<file path="config.mk">
export PLATFORM = sky130hd
export DESIGN_NAME = dual_stepper_ramp_dda
export DESIGN_NICKNAME = d
export VERILOG_FILES = /design/src/rtl/core/dsrd_pkg.sv /design/src/rtl/core/dual_stepper_ramp_dda.sv /design/src/rtl/core/dsrd_ctrl.sv /design/src/rtl/core/dsrd_dp.sv
export SDC_FILE = /design/constraint.sdc
export NUM_CORES = 2
export LEC_CHECK = 0
export BUFFER_PORTS_ARGS = -buffer_cell sky130_fd_sc_hd__buf_2
export CAP_MARGIN = 30
export CORE_ASPECT_RATIO = 1.4
export CORE_MARGIN = 10
export CORE_UTILIZATION = 60
export CTS_BUF_LIST = sky130_fd_sc_hd__clkbuf_8
export DETAILED_ROUTE_END_ITERATION = 8
export HOLD_SLACK_MARGIN = 0.02
export PLACE_DENSITY = 0.77
export SLEW_MARGIN = 20
export SYNTH_ARGS = -nofsm -noshare
export SYNTH_HDL_FRONTEND = slang
export SYNTH_SLANG_ARGS = --single-unit
</file>
<file path="constraint.sdc">
create_clock -name clk_i -period 13.1 [get_ports clk_i]
set_input_delay 2.62 -clock clk_i [delete_from_list [all_inputs] [get_ports clk_i]]
set_output_delay 2.62 -clock clk_i [all_outputs]
set_load 0.005 [all_outputs]
</file>
<file path="src/rtl/core/dsrd_pkg.sv">
// ----------------------------------------------------------------------------
// dsrd_pkg
// Shared types, codes and constants of the two-axis stepper ramp controller.
// ----------------------------------------------------------------------------
package dsrd_pkg;

  localparam int unsigned COUNT_WIDTH_DEF = 32;
  localparam int unsigned CFG_AW          = 4;
  localparam logic [16:0] RATE_UNIT       = 17'd1000;

  localparam logic [15:0] MAX_RATE_RST    = 16'd1000;
  localparam logic [15:0] MAX_ACCEL_RST   = 16'd5000;
  localparam logic [15:0] MAX_TIMEOUT_RST = 16'd30000;

  typedef enum logic [1:0] {
    REG_MAX_RATE    = 2'd0,
    REG_MAX_ACCEL   = 2'd1,
    REG_MAX_TIMEOUT = 2'd2,
    REG_NONE        = 2'd3
  } reg_idx_e;

  typedef enum logic [1:0] {
    CMD_START = 2'd0,
    CMD_TICK  = 2'd1,
    CMD_ABORT = 2'd2,
    CMD_NOP   = 2'd3
  } cmd_e;

  typedef enum logic [1:0] {
    RES_NONE    = 2'd0,
    RES_DONE    = 2'd1,
    RES_TIMEOUT = 2'd2,
    RES_OTHER   = 2'd3
  } outcome_e;

  typedef enum logic [3:0] {
    OP_NONE,
    OP_LATCH,
    OP_START,
    OP_ABORT,
    OP_TIMEOUT,
    OP_PREP,
    OP_SQUARE,
    OP_RAMP,
    OP_RATE,
    OP_STEP,
    OP_DONE
  } op_e;

  typedef enum logic [3:0] {
    S_IDLE,
    S_EXEC,
    S_PREP,
    S_CHK,
    S_SQ,
    S_RAMP,
    S_RATE,
    S_RCHK,
    S_STEP,
    S_FIN,
    S_EMIT,
    S_EMIT1,
    S_EMIT2
  } state_e;

  typedef struct packed {
    cmd_e cmd;
    logic active;
    logic timeout_hit;
    logic start_ok;
    logic accel_ge;
    logic rate_ge;
    logic move_done;
  } dp_status_t;

  typedef struct packed {
    logic valid;
    logic second;
    logic last;
  } emit_t;

  typedef struct packed {
    logic       accepted;
    logic       drive_valid;
    logic [3:0] left_coils;
    logic [3:0] right_coils;
    logic       busy;
    logic [1:0] outcome;
  } res_t;

  function automatic logic [3:0] coil_pattern(input logic [2:0] phase);
    logic [3:0] p;
    case (phase)
      3'd0:    p = 4'h1;
      3'd1:    p = 4'h3;
      3'd2:    p = 4'h2;
      3'd3:    p = 4'h6;
      3'd4:    p = 4'h4;
      3'd5:    p = 4'hC;
      3'd6:    p = 4'h8;
      default: p = 4'h9;
    endcase
    return p;
  endfunction

endpackage

</file>
<file path="src/rtl/core/dual_stepper_ramp_dda.sv">
// Start, abort, timeout, idle tick: EXEC, EMIT. Active tick: EXEC, PREP, CHK,
// SQ/RAMP/CHK per ramp step due (~accel/1000), RATE, RCHK, STEP, FIN on a step
// event, then EMIT, or EMIT1, EMIT2 (second result) when the move completes.
// One transaction in flight at a time; the ramp loop sets the tick length. The
// next transaction is taken the cycle after the last result is issued. Reset
// is asynchronous, active low; clears move state, phases, limits to defaults.
// ----------------------------------------------------------------------------
// dual_stepper_ramp_dda
// Two-axis stepper move controller with trapezoidal ramp and DDA stepping.
// ----------------------------------------------------------------------------
module dual_stepper_ramp_dda #(
  parameter int unsigned COUNT_WIDTH = dsrd_pkg::COUNT_WIDTH_DEF
) (
  input  logic                       clk_i,
  input  logic                       rst_ni,
  input  logic                       psel,
  input  logic                       penable,
  input  logic                       pwrite,
  input  logic [dsrd_pkg::CFG_AW-1:0] paddr,
  input  logic [31:0]                pwdata,
  output logic [31:0]                prdata,
  output logic                       pready,
  input  logic                       in_valid_i,
  output logic                       in_stall_o,
  input  logic [1:0]                 cmd_i,
  input  logic [31:0]                move_tag_i,
  input  logic signed [31:0]         left_count_i,
  input  logic signed [31:0]         right_count_i,
  input  logic [15:0]                peak_rate_i,
  input  logic [15:0]                accel_rate_i,
  input  logic [15:0]                timeout_limit_i,
  input  logic [31:0]                now_time_i,
  input  logic [1:0]                 abort_code_i,
  output logic                       out_valid_o,
  input  logic                       out_stall_i,
  output logic                       accepted_o,
  output logic                       drive_valid_o,
  output logic [3:0]                 left_coils_o,
  output logic [3:0]                 right_coils_o,
  output logic                       busy_res_o,
  output logic [1:0]                 outcome_o,
  output logic                       last_o
);
  import dsrd_pkg::*;

  logic [15:0] max_rate_q, max_accel_q, max_timeout_q;
  reg_idx_e    reg_idx;
  dp_status_t  st;
  op_e         op;
  emit_t       emit;
  res_t        res, res_sel;
  logic        out_valid_q, out_free;
  res_t        out_q;
  logic        last_q;

  assign pready  = 1'b1;
  assign reg_idx = reg_idx_e'(paddr[3:2]);

  always_comb begin
    case (reg_idx)
      REG_MAX_RATE:    prdata = {16'd0, max_rate_q};
      REG_MAX_ACCEL:   prdata = {16'd0, max_accel_q};
      REG_MAX_TIMEOUT: prdata = {16'd0, max_timeout_q};
      default:         prdata = 32'd0;
    endcase
  end

  always_ff @(posedge clk_i or negedge rst_ni) begin
    if (!rst_ni) begin
      max_rate_q    <= MAX_RATE_RST;
      max_accel_q   <= MAX_ACCEL_RST;
      max_timeout_q <= MAX_TIMEOUT_RST;
    end else if (psel && penable && pwrite) begin
      case (reg_idx)
        REG_MAX_RATE:    max_rate_q    <= pwdata[15:0];
        REG_MAX_ACCEL:   max_accel_q   <= pwdata[15:0];
        REG_MAX_TIMEOUT: max_timeout_q <= pwdata[15:0];
        default: ;
      endcase
    end
  end

  dsrd_ctrl u_ctrl (
    .clk_i      (clk_i),
    .rst_ni     (rst_ni),
    .in_valid_i (in_valid_i),
    .in_stall_o (in_stall_o),
    .out_free_i (out_free),
    .st_i       (st),
    .op_o       (op),
    .emit_o     (emit)
  );

  dsrd_dp #(.COUNT_WIDTH(COUNT_WIDTH)) u_dp (
    .clk_i           (clk_i),
    .rst_ni          (rst_ni),
    .cmd_i           (cmd_i),
    .left_count_i    (left_count_i),
    .right_count_i   (right_count_i),
    .peak_rate_i     (peak_rate_i),
    .accel_rate_i    (accel_rate_i),
    .timeout_limit_i (timeout_limit_i),
    .now_time_i      (now_time_i),
    .abort_code_i    (abort_code_i),
    .max_rate_i      (max_rate_q),
    .max_accel_i     (max_accel_q),
    .max_timeout_i   (max_timeout_q),
    .op_i            (op),
    .st_o            (st),
    .res_o           (res)
  );

  assign out_free = !out_valid_q || !out_stall_i;

  always_comb begin
    res_sel = res;
    if (emit.second) begin
      res_sel.accepted    = 1'b0;
      res_sel.drive_valid = 1'b1;
      res_sel.left_coils  = 4'h0;
      res_sel.right_coils = 4'h0;
    end
  end

  always_ff @(posedge clk_i or negedge rst_ni) begin
    if (!rst_ni) begin
      out_valid_q <= 1'b0;
    end else if (out_free) begin
      out_valid_q <= emit.valid;
    end
  end

  always_ff @(posedge clk_i) begin
    if (out_free && emit.valid) begin
      out_q  <= res_sel;
      last_q <= emit.last;
    end
  end

  assign out_valid_o   = out_valid_q;
  assign accepted_o    = out_q.accepted;
  assign drive_valid_o = out_q.drive_valid;
  assign left_coils_o  = out_q.left_coils;
  assign right_coils_o = out_q.right_coils;
  assign busy_res_o    = out_q.busy;
  assign outcome_o     = out_q.outcome;
  assign last_o        = last_q;

endmodule

</file>
<file path="src/rtl/core/dsrd_ctrl.sv">
// ----------------------------------------------------------------------------
// dsrd_ctrl
// Sequencer: decodes the transaction, runs the ramp loop and issues results.
// ----------------------------------------------------------------------------
module dsrd_ctrl (
  input  logic                clk_i,
  input  logic                rst_ni,
  input  logic                in_valid_i,
  output logic                in_stall_o,
  input  logic                out_free_i,
  input  dsrd_pkg::dp_status_t st_i,
  output dsrd_pkg::op_e       op_o,
  output dsrd_pkg::emit_t     emit_o
);
  import dsrd_pkg::*;

  state_e state_q, state_d;

  always_ff @(posedge clk_i or negedge rst_ni) begin
    if (!rst_ni) begin
      state_q <= S_IDLE;
    end else begin
      state_q <= state_d;
    end
  end

  always_comb begin
    state_d    = state_q;
    op_o       = OP_NONE;
    emit_o     = '0;
    in_stall_o = 1'b1;
    case (state_q)
      S_IDLE: begin
        in_stall_o = 1'b0;
        if (in_valid_i) begin
          op_o    = OP_LATCH;
          state_d = S_EXEC;
        end
      end
      S_EXEC: begin
        state_d = S_EMIT;
        case (st_i.cmd)
          CMD_START: if (st_i.start_ok) op_o = OP_START;
          CMD_TICK: begin
            if (st_i.active) begin
              if (st_i.timeout_hit) begin
                op_o = OP_TIMEOUT;
              end else begin
                state_d = S_PREP;
              end
            end
          end
          CMD_ABORT: op_o = OP_ABORT;
          default:   op_o = OP_NONE;
        endcase
      end
      S_PREP: begin
        op_o    = OP_PREP;
        state_d = S_CHK;
      end
      S_CHK: begin
        state_d = st_i.accel_ge ? S_SQ : S_RATE;
      end
      S_SQ: begin
        op_o    = OP_SQUARE;
        state_d = S_RAMP;
      end
      S_RAMP: begin
        op_o    = OP_RAMP;
        state_d = S_CHK;
      end
      S_RATE: begin
        op_o    = OP_RATE;
        state_d = S_RCHK;
      end
      S_RCHK: begin
        state_d = st_i.rate_ge ? S_STEP : S_EMIT;
      end
      S_STEP: begin
        op_o    = OP_STEP;
        state_d = S_FIN;
      end
      S_FIN: begin
        if (st_i.move_done) begin
          op_o    = OP_DONE;
          state_d = S_EMIT1;
        end else begin
          state_d = S_EMIT;
        end
      end
      S_EMIT: begin
        if (out_free_i) begin
          emit_o  = '{valid: 1'b1, second: 1'b0, last: 1'b1};
          state_d = S_IDLE;
        end
      end
      S_EMIT1: begin
        if (out_free_i) begin
          emit_o  = '{valid: 1'b1, second: 1'b0, last: 1'b0};
          state_d = S_EMIT2;
        end
      end
      S_EMIT2: begin
        if (out_free_i) begin
          emit_o  = '{valid: 1'b1, second: 1'b1, last: 1'b1};
          state_d = S_IDLE;
        end
      end
      default: state_d = S_IDLE;
    endcase
  end

endmodule

</file>
<file path="src/rtl/core/dsrd_dp.sv">
// ----------------------------------------------------------------------------
// dsrd_dp
// Move state, ramp arithmetic, rate accumulator and two-axis DDA.
// ----------------------------------------------------------------------------
module dsrd_dp #(
  parameter int unsigned COUNT_WIDTH = dsrd_pkg::COUNT_WIDTH_DEF
) (
  input  logic                 clk_i,
  input  logic                 rst_ni,
  input  logic [1:0]           cmd_i,
  input  logic [31:0]          left_count_i,
  input  logic [31:0]          right_count_i,
  input  logic [15:0]          peak_rate_i,
  input  logic [15:0]          accel_rate_i,
  input  logic [15:0]          timeout_limit_i,
  input  logic [31:0]          now_time_i,
  input  logic [1:0]           abort_code_i,
  input  logic [15:0]          max_rate_i,
  input  logic [15:0]          max_accel_i,
  input  logic [15:0]          max_timeout_i,
  input  dsrd_pkg::op_e        op_i,
  output dsrd_pkg::dp_status_t st_o,
  output dsrd_pkg::res_t       res_o
);
  import dsrd_pkg::*;

  localparam int unsigned CW = COUNT_WIDTH;
  localparam int unsigned PW = CW + 17;

  cmd_e        cmd_q;
  logic [31:0] lg_q, rg_q, now_q;
  logic [15:0] pk_in_q, ac_in_q, to_in_q;
  logic [1:0]  abort_q;

  logic          active_q;
  logic          lsign_q, rsign_q;
  logic [CW-1:0] la_q, ra_q, major_q;
  logic [CW-1:0] ltaken_q, rtaken_q, lerr_q, rerr_q;
  logic [31:0]   rate_acc_q, start_time_q;
  logic [16:0]   accel_acc_q;
  logic [15:0]   cur_rate_q, peak_q, accel_q, timeout_q;
  logic [1:0]    outcome_q;
  logic [2:0]    lphase_q, rphase_q;
  logic [PW-1:0] prod_q;
  logic          rem_zero_q;
  logic [31:0]   sq_q;
  logic          res_acc_q, res_dv_q;
  logic [3:0]    lc_q, rc_q;

  logic [31:0]   lmag, rmag, elapsed;
  logic [CW-1:0] most, rem, rem_m1;
  logic          brake;
  logic [CW:0]   le, re, le_n, re_n;
  logic          lstep, rstep;
  logic [2:0]    lph_n, rph_n;

  always_comb begin
    lmag    = lg_q[31] ? (32'd0 - lg_q) : lg_q;
    rmag    = rg_q[31] ? (32'd0 - rg_q) : rg_q;
    elapsed = now_q - start_time_q;
    most    = (ltaken_q > rtaken_q) ? ltaken_q : rtaken_q;
    rem     = major_q - most;
    rem_m1  = rem - CW'(1);
    brake   = rem_zero_q || (prod_q <= PW'(sq_q));
    le      = {1'b0, lerr_q} + {1'b0, la_q};
    re      = {1'b0, rerr_q} + {1'b0, ra_q};
    lstep   = (ltaken_q < la_q) && (le >= {1'b0, major_q});
    rstep   = (rtaken_q < ra_q) && (re >= {1'b0, major_q});
    le_n    = lstep ? (le - {1'b0, major_q}) : le;
    re_n    = rstep ? (re - {1'b0, major_q}) : re;
    lph_n   = lstep ? (lsign_q ? lphase_q - 3'd1 : lphase_q + 3'd1) : lphase_q;
    rph_n   = rstep ? (rsign_q ? rphase_q - 3'd1 : rphase_q + 3'd1) : rphase_q;

    st_o.cmd         = cmd_q;
    st_o.active      = active_q;
    st_o.timeout_hit = elapsed >= {16'd0, timeout_q};
    st_o.start_ok    = !active_q && !(lg_q == 32'd0 && rg_q == 32'd0) &&
                       pk_in_q != 16'd0 && pk_in_q <= max_rate_i &&
                       ac_in_q != 16'd0 && ac_in_q <= max_accel_i &&
                       to_in_q != 16'd0 && to_in_q <= max_timeout_i &&
                       (lmag >> CW) == 32'd0 && (rmag >> CW) == 32'd0;
    st_o.accel_ge    = accel_acc_q >= RATE_UNIT;
    st_o.rate_ge     = rate_acc_q >= {15'd0, RATE_UNIT};
    st_o.move_done   = (ltaken_q >= la_q) && (rtaken_q >= ra_q);

    res_o.accepted    = res_acc_q;
    res_o.drive_valid = res_dv_q;
    res_o.left_coils  = lc_q;
    res_o.right_coils = rc_q;
    res_o.busy        = active_q;
    res_o.outcome     = outcome_q;
  end

  always_ff @(posedge clk_i) begin
    case (op_i)
      OP_LATCH: begin
        cmd_q   <= cmd_e'(cmd_i);
        lg_q    <= left_count_i;
        rg_q    <= right_count_i;
        pk_in_q <= peak_rate_i;
        ac_in_q <= accel_rate_i;
        to_in_q <= timeout_limit_i;
        now_q   <= now_time_i;
        abort_q <= abort_code_i;
      end
      OP_PREP: begin
        prod_q     <= PW'(rem_m1) * PW'({accel_q, 1'b0});
        rem_zero_q <= rem == '0;
      end
      OP_SQUARE: sq_q <= 32'(cur_rate_q) * 32'(cur_rate_q);
      default: ;
    endcase
  end

  always_ff @(posedge clk_i or negedge rst_ni) begin
    if (!rst_ni) begin
      active_q     <= 1'b0;
      lsign_q      <= 1'b0;
      rsign_q      <= 1'b0;
      la_q         <= '0;
      ra_q         <= '0;
      major_q      <= '0;
      ltaken_q     <= '0;
      rtaken_q     <= '0;
      lerr_q       <= '0;
      rerr_q       <= '0;
      rate_acc_q   <= '0;
      accel_acc_q  <= '0;
      cur_rate_q   <= '0;
      peak_q       <= '0;
      accel_q      <= '0;
      timeout_q    <= '0;
      start_time_q <= '0;
      outcome_q    <= RES_NONE;
      lphase_q     <= '0;
      rphase_q     <= '0;
      res_acc_q    <= 1'b0;
      res_dv_q     <= 1'b0;
      lc_q         <= '0;
      rc_q         <= '0;
    end else begin
      case (op_i)
        OP_LATCH: begin
          res_acc_q <= 1'b0;
          res_dv_q  <= 1'b0;
          lc_q      <= '0;
          rc_q      <= '0;
        end
        OP_START: begin
          active_q     <= 1'b1;
          lsign_q      <= lg_q[31];
          rsign_q      <= rg_q[31];
          la_q         <= lmag[CW-1:0];
          ra_q         <= rmag[CW-1:0];
          major_q      <= (lmag > rmag) ? lmag[CW-1:0] : rmag[CW-1:0];
          ltaken_q     <= '0;
          rtaken_q     <= '0;
          lerr_q       <= '0;
          rerr_q       <= '0;
          rate_acc_q   <= '0;
          accel_acc_q  <= '0;
          cur_rate_q   <= 16'd1;
          peak_q       <= pk_in_q;
          accel_q      <= ac_in_q;
          timeout_q    <= to_in_q;
          start_time_q <= now_q;
          outcome_q    <= RES_NONE;
          res_acc_q    <= 1'b1;
        end
        OP_ABORT: begin
          active_q  <= 1'b0;
          outcome_q <= abort_q;
          res_dv_q  <= 1'b1;
        end
        OP_TIMEOUT: begin
          active_q  <= 1'b0;
          outcome_q <= RES_TIMEOUT;
          res_dv_q  <= 1'b1;
        end
        OP_PREP: accel_acc_q <= accel_acc_q + {1'b0, accel_q};
        OP_RAMP: begin
          accel_acc_q <= accel_acc_q - RATE_UNIT;
          if (brake) begin
            if (cur_rate_q > 16'd1) cur_rate_q <= cur_rate_q - 16'd1;
          end else if (cur_rate_q < peak_q) begin
            cur_rate_q <= cur_rate_q + 16'd1;
          end
        end
        OP_RATE: rate_acc_q <= rate_acc_q + {16'd0, cur_rate_q};
        OP_STEP: begin
          rate_acc_q <= rate_acc_q - {15'd0, RATE_UNIT};
          if (lstep) ltaken_q <= ltaken_q + CW'(1);
          if (rstep) rtaken_q <= rtaken_q + CW'(1);
          lerr_q   <= le_n[CW-1:0];
          rerr_q   <= re_n[CW-1:0];
          lphase_q <= lph_n;
          rphase_q <= rph_n;
          res_dv_q <= 1'b1;
          lc_q     <= (la_q == '0) ? 4'h0 : coil_pattern(lph_n);
          rc_q     <= (ra_q == '0) ? 4'h0 : coil_pattern(rph_n);
        end
        OP_DONE: begin
          active_q  <= 1'b0;
          outcome_q <= RES_DONE;
        end
        default: ;
      endcase
    end
  end

endmodule

</file>
# Yosys cells after proc, flatten, opt, wreduce, memory -nomap -nowiden

Index checks and enable logic that the tools add are counted.
Widths: inputs -> output; s select.

Register bits after elaboration: 686
Output and inout bits: 49
Bits of input ports: 223

Add/subtract/negate cells: 21
$mul: 2
Magnitude comparators: 17
Multiplexer cells: 55
Reductions and logical operators: 53
Equality and inequality tests: 45

Operator list:

| kind                  | number |
|---|---|
| $mux 32               | 8 |
| $pmux 32 s2           | 4 |
| $logic_not 32->1      | 5 |
| $sub 32x32->32        | 4 |
| $pmux 32 s3           | 1 |
| $add 32x32->33        | 2 |
| $ge 33x32->1          | 2 |
| $add 32x1->32 const B | 2 |
| $ge 32x32->1          | 2 |
| $gt 32x32->1          | 2 |
| $lt 32x32->1          | 2 |
| $sub 1x32->32 const A | 2 |
| $pmux 4 s7            | 2 |
| $pmux 17 s3           | 1 |
| $le 49x32->1          | 1 |
| $le 16x16->1          | 3 |
| $mul 32x16->48        | 1 |
| $mux 16               | 3 |
| $pmux 16 s3           | 1 |
| $reduce_bool 16->1    | 3 |
| $pmux 4 s11           | 1 |
| $mux 4                | 10 |
| $add 32x16->32        | 1 |
| $eq 4x3->1 const B    | 8 |
| other kinds (49)      | 122 |

# Logic depth before layout (Yosys ltp)

Word-level depth: 16
Mapped depth: 52

# Modules after synthesis

From an unflattened synthesis, not the netlist that was laid out.

Cells, all modules: 7817
Area total of the unflattened synthesis: 70978.1 um^2

Modules (own cells, without submodules):

| module                | cells an instance | instances | area each (um^2) |
|---|---|---|---|
| dsrd_dp               | 7546              | 1         | 67618.6 |
| dual_stepper_ramp_dda | 206               | 1         | 2879.0 |
| dsrd_ctrl             | 65                | 1         | 480.5 |

# Worst setup path after synthesis

OpenSTA, ideal clock, no wires.

Path kind: reg2reg
From: register u_dp.rtaken_q[1]
To: register u_dp.prod_q[48] (data pin)
Cell stages (with the launch flop): 49
Arrival: 11.778 ns
Buffers on the path: 5
Path slack: 1.062 ns
Required time: 12.840 ns
Cells stage by stage: dfrtp_1 > inv_1 > ha_1 > nor2b_1 > o21a_1 > o21ai_0 > a21oi_1 > o311ai_0 > and4_1 > or2_2 > clkbuf_1 > buf_1 > mux2i_1 > ha_1 > buf_6 > or4_4 > o21ai_4 > o21ai_2 > (+13 left out) > fa_1 > inv_1 > fa_1 > inv_1 > fa_1 > inv_1 > ha_1 > nand4_1 > or3_1 > o22a_1 > a211oi_1 > o211ai_1 > o211ai_1 > a31oi_1 > o21ai_0 > a311o_1 > a21oi_1 > xnor2_1

Longest elaborated chain between the ends: 5

RTL lines:

| element                | line           | RTL |
|---|---|---|
| start, declared        | dsrd_dp.sv:38  | `logic [CW-1:0] ltaken_q, rtaken_q, lerr_q, rerr_q;` |
| start signal, assigned | dsrd_dp.sv:193 | `if (rstep) rtaken_q <= rtaken_q + CW'(1);` |
| $gt 32x32->1           | dsrd_dp.sv:61  | `most = (ltaken_q > rtaken_q) ? ltaken_q : rtaken_q;` |
| $mux 32 (*)            | dsrd_dp.sv:61  |  |
| $sub 32x32->32 (*)     | dsrd_dp.sv:62  | `rem = major_q - most;` |
| $sub 32x1->32 (*)      | dsrd_dp.sv:63  | `rem_m1 = rem - CW'(1);` |
| $mul 32x16->48 (*)     | dsrd_dp.sv:107 | `prod_q <= PW'(rem_m1) * PW'({accel_q, 1'b0});` |
| end signal, assigned   | dsrd_dp.sv:107 |  |
| end, declared          | dsrd_dp.sv:44  | `logic [PW-1:0] prod_q;` |

Every way passes the cells marked *; elsewhere a longest branch is shown, timed or not.
A chain may end at the register's enable or synchronous reset.

# Worst setup path in the final report

From: register u_dp.rtaken_q[26]
To: register u_dp.prod_q[48] (data pin)

Same word-level chain as after synthesis.

==> out/results.txt <==
Synth top area cells -> fa_1 (17%), dfrtp_1 (15%), ha_1 (12%), edfxtp_1 (10%), inv_1 (5.4%)
Largest stage delay on the critical path -> 0.57 ns
Critical path class -> reg2reg
Status -> completed
Placer's final routability congestion estimate -> 1.03
Initial antenna violation count -> 12
Slew Limit Fails -> 0
Starting DRT DRC Count -> 4,139
RR Endpoint -> u_dp.prod_q[48]$_DFFE_PP_
RSZ-0062 raised after global routing -> no
Placed inst area -> 73,600 um2
Share of layout cells above drive strength 1 -> 9.18%
Count leader, synth -> inv_1
HP Start -> u_dp.outcome_q[0]$_DFFE_PN0P_
Min-delay worst type -> reg2reg
Worst slew pin tran -> 1.07 ns
Port buffer count -> 204
CTS HTree Levels -> 3
Chip height -> 423 um
Max reg flops -> 48
Antenna viol nets, final -> 0
Worst R2R Setup Slack -> 0.48 ns
Num CTS Buffers -> 109
Clock transition at the registers of the reported paths -> 0.07 ns
Post-synth top flop -> dfrtp_1
# IOs -> 272
Worst Skew -> 0.0494 ns
Sum Neg Setup Slack -> 0 ns
Design Area, Final -> 76,200 um2
DR WL/cell -> 22.0 um
Synth Area in Adders -> 29.3%
Multi-input gate area -> 46,600 um2
FMAX -> 79.2 MHz
Top cell type by total area after synthesis -> fa_1
Crit-path max FO -> 10
Post-Synth Simple-Gate Area -> 16.4%
Crit path launch type -> flip-flop
Arr. time, crit path -> 13.21 ns
Post-synthesis mux area share -> 1.82%
Slew HR -> 28.3%
Area grow syn2layout -> 9.20%
Clk root buf -> clkbuf_8
Layout Utilization -> 65.7%
Final net count -> 9,501
Req. time, crit path -> 13.69 ns
GRT Util Overall -> 32.4%
Full die area -> 131,000 um2
Yosys warnings -> 0
Synth Instances -> 7,707
Top cells by count, synth -> inv_1 (1,004), nand2_1 (962), ha_1 (688)
DR pass1 iterations -> 7
Biggest register -> u_dp.prod_q
Sequential area share after synthesis -> 26.3%
EDFF count, synth -> 242
Mean Syn Cell Area -> 9.05 um2
CP max-delay cell -> or4_1
CP endpoint kind -> flip-flop
Initial Util -> 60.2%
Endpoints failing setup -> 0
Total wire length -> 211 mm
Post-DR vias/cell -> 6.11
Ys async rst share -> 64.7%
Drt drc -> 0
Max-Cap Viols -> 0
Largest family of logic cells by synthesized area -> adder cells
Clock Path Buffers -> 3
Most Frequent Cell on Critical Path -> fa_1
Synth cell types -> 93
Hold path depth -> 0
Post-detail-place hpwl -> 165 mm
Yosys reg bits -> 685
Compound-Gate Fraction of Synth Area -> 14.0%
Largest net degree at the start of global routing -> 162
Number of global-route vias before repair -> 61,372
Fin crit period -> 12.62 ns
GRT Residual Overflow -> 0
Hold Fails Final Rpt -> 0
Post-Synth XOR/XNOR Area -> 4.97%
Worst Hold End -> outcome_o[0]$_DFFE_PP_
R2R depth -> 47
First-pass GRT wire length -> 331 mm
Vias -> 58,616
Die width -> 308 um
# clock sinks -> 685
Fin crit share -> 96.4%
Core area -> 116,000 um2
# rows -> 148
Post-synthesis cell area -> 69,800 um2
Share of the synthesized area in the top cell type -> 17.0%
Clk_lat worst skew -> 0.86 ns
CTS tree -> yes
Worst r2r src -> u_dp.rtaken_q[26]$_DFFE_PN0P_
Register Area -> 18,400 um2
Filler instances -> 9,489
==> area by class of cell <==
class / count / share of cell area [%]
sequential: 685 / 24.1
tap: 1500 / 2.46
multi-input combinational: 5736 / 61.2
clock inverter: 78 / 0.801
clock buffer: 128 / 2.31
antenna: 8 / 0.0263
timing repair buffer: 457 / 4.10
inverter: 1009 / 4.98
==> stage by stage <==
step | setup WS (ns) | std cells | hold slack [ns]
after global placement | 0.394 | 9367 | 0.435
after detailed placement | 0.300 | 9376 | 0.443
after floorplan | 1.06 | 7722 | 0.425
final | 0.477 | 9601 | 0.459
after global routing | 0.0111 | 9600 | 0.462
after CTS | 0.228 | 9582 | 0.460
==> cells in the final DEF, fill, tap and decap left out, drive strengths merged, types with 37 or more instances in the layout <==
cell / count
o211ai: 37
edfxtp: 242
o31ai: 73
nor4: 81
mux2i: 103
clkinv: 43
nand3: 138
or3: 40
inv: 1034
and2: 276
fa: 592
clkbuf: 129
a21oi: 333
nor3: 106
dfrtp: 425
a31oi: 39
xnor2: 242
o21a: 64
nor2: 370
buf: 456
xor2: 154
and3: 53
nand4: 105
o21ai: 489
a21o: 208
ha: 688
nand2b: 51
nand2: 962
nor2b: 67
a211oi: 38
o21bai: 43
==> worst max-delay path, delay by kind of cell (launching register included) <==
kind / cells / cell delay [ns]
simple gates: 10 / 3.15
buf+inv: 11 / 1.40
fa+ha+maj: 10 / 4.44
compound gates: 14 / 2.53
flops: 1 / 0.43
xor+xnor: 2 / 0.43
==> per-layer routing <==
layer  GRT usage, %  wire length, um  up-vias
met2           57.0           106000     2284
met5              0               13        -
met1           34.5            73700    28743
met4           25.2            18800        2
li1               -                -    26724
met3           4.75            12600      863
==> how the worst max path moves through the flow <==
| stage | end | from | cells past startpoint | slack [ns] |
|---|---|---|---|---|
| final | u_dp.prod_q[48]$_DFFE_PP_ | u_dp.rtaken_q[26]$_DFFE_PN0P_ | 47 | 0.48 |
| after global routing | u_dp.prod_q[46]$_DFFE_PP_ | u_dp.rtaken_q[26]$_DFFE_PN0P_ | 49 | 0.01 |
| after CTS | u_dp.prod_q[48]$_DFFE_PP_ | u_dp.rtaken_q[27]$_DFFE_PN0P_ | 46 | 0.23 |
| after detailed placement | u_dp.prod_q[48]$_DFFE_PP_ | u_dp.rtaken_q[27]$_DFFE_PN0P_ | 46 | 0.30 |
| after global placement | u_dp.prod_q[48]$_DFFE_PP_ | u_dp.rtaken_q[26]$_DFFE_PN0P_ | 46 | 0.39 |
| after floorplan | u_dp.prod_q[48]$_DFFE_PP_ | u_dp.rtaken_q[1]$_DFFE_PN0P_ | 48 | 1.06 |
==> repair_timing <==
action,CTS,global route
setup endpoints to repair,0,14
setup buffers,0,1
hold buffers,0,0
resized for setup,0,17
==> kinds of logic after synthesis <==
group / count (synthesis)
fa+ha+maj: 1280
mux: 124
flops: 685
other cells: 2
compound gates: 1541
buf+inv: 1301
simple gates: 2378
xor+xnor: 396
Power is not shown: default switching activity piles up to over one toggle a cycle in this logic, so the estimate is an artifact.
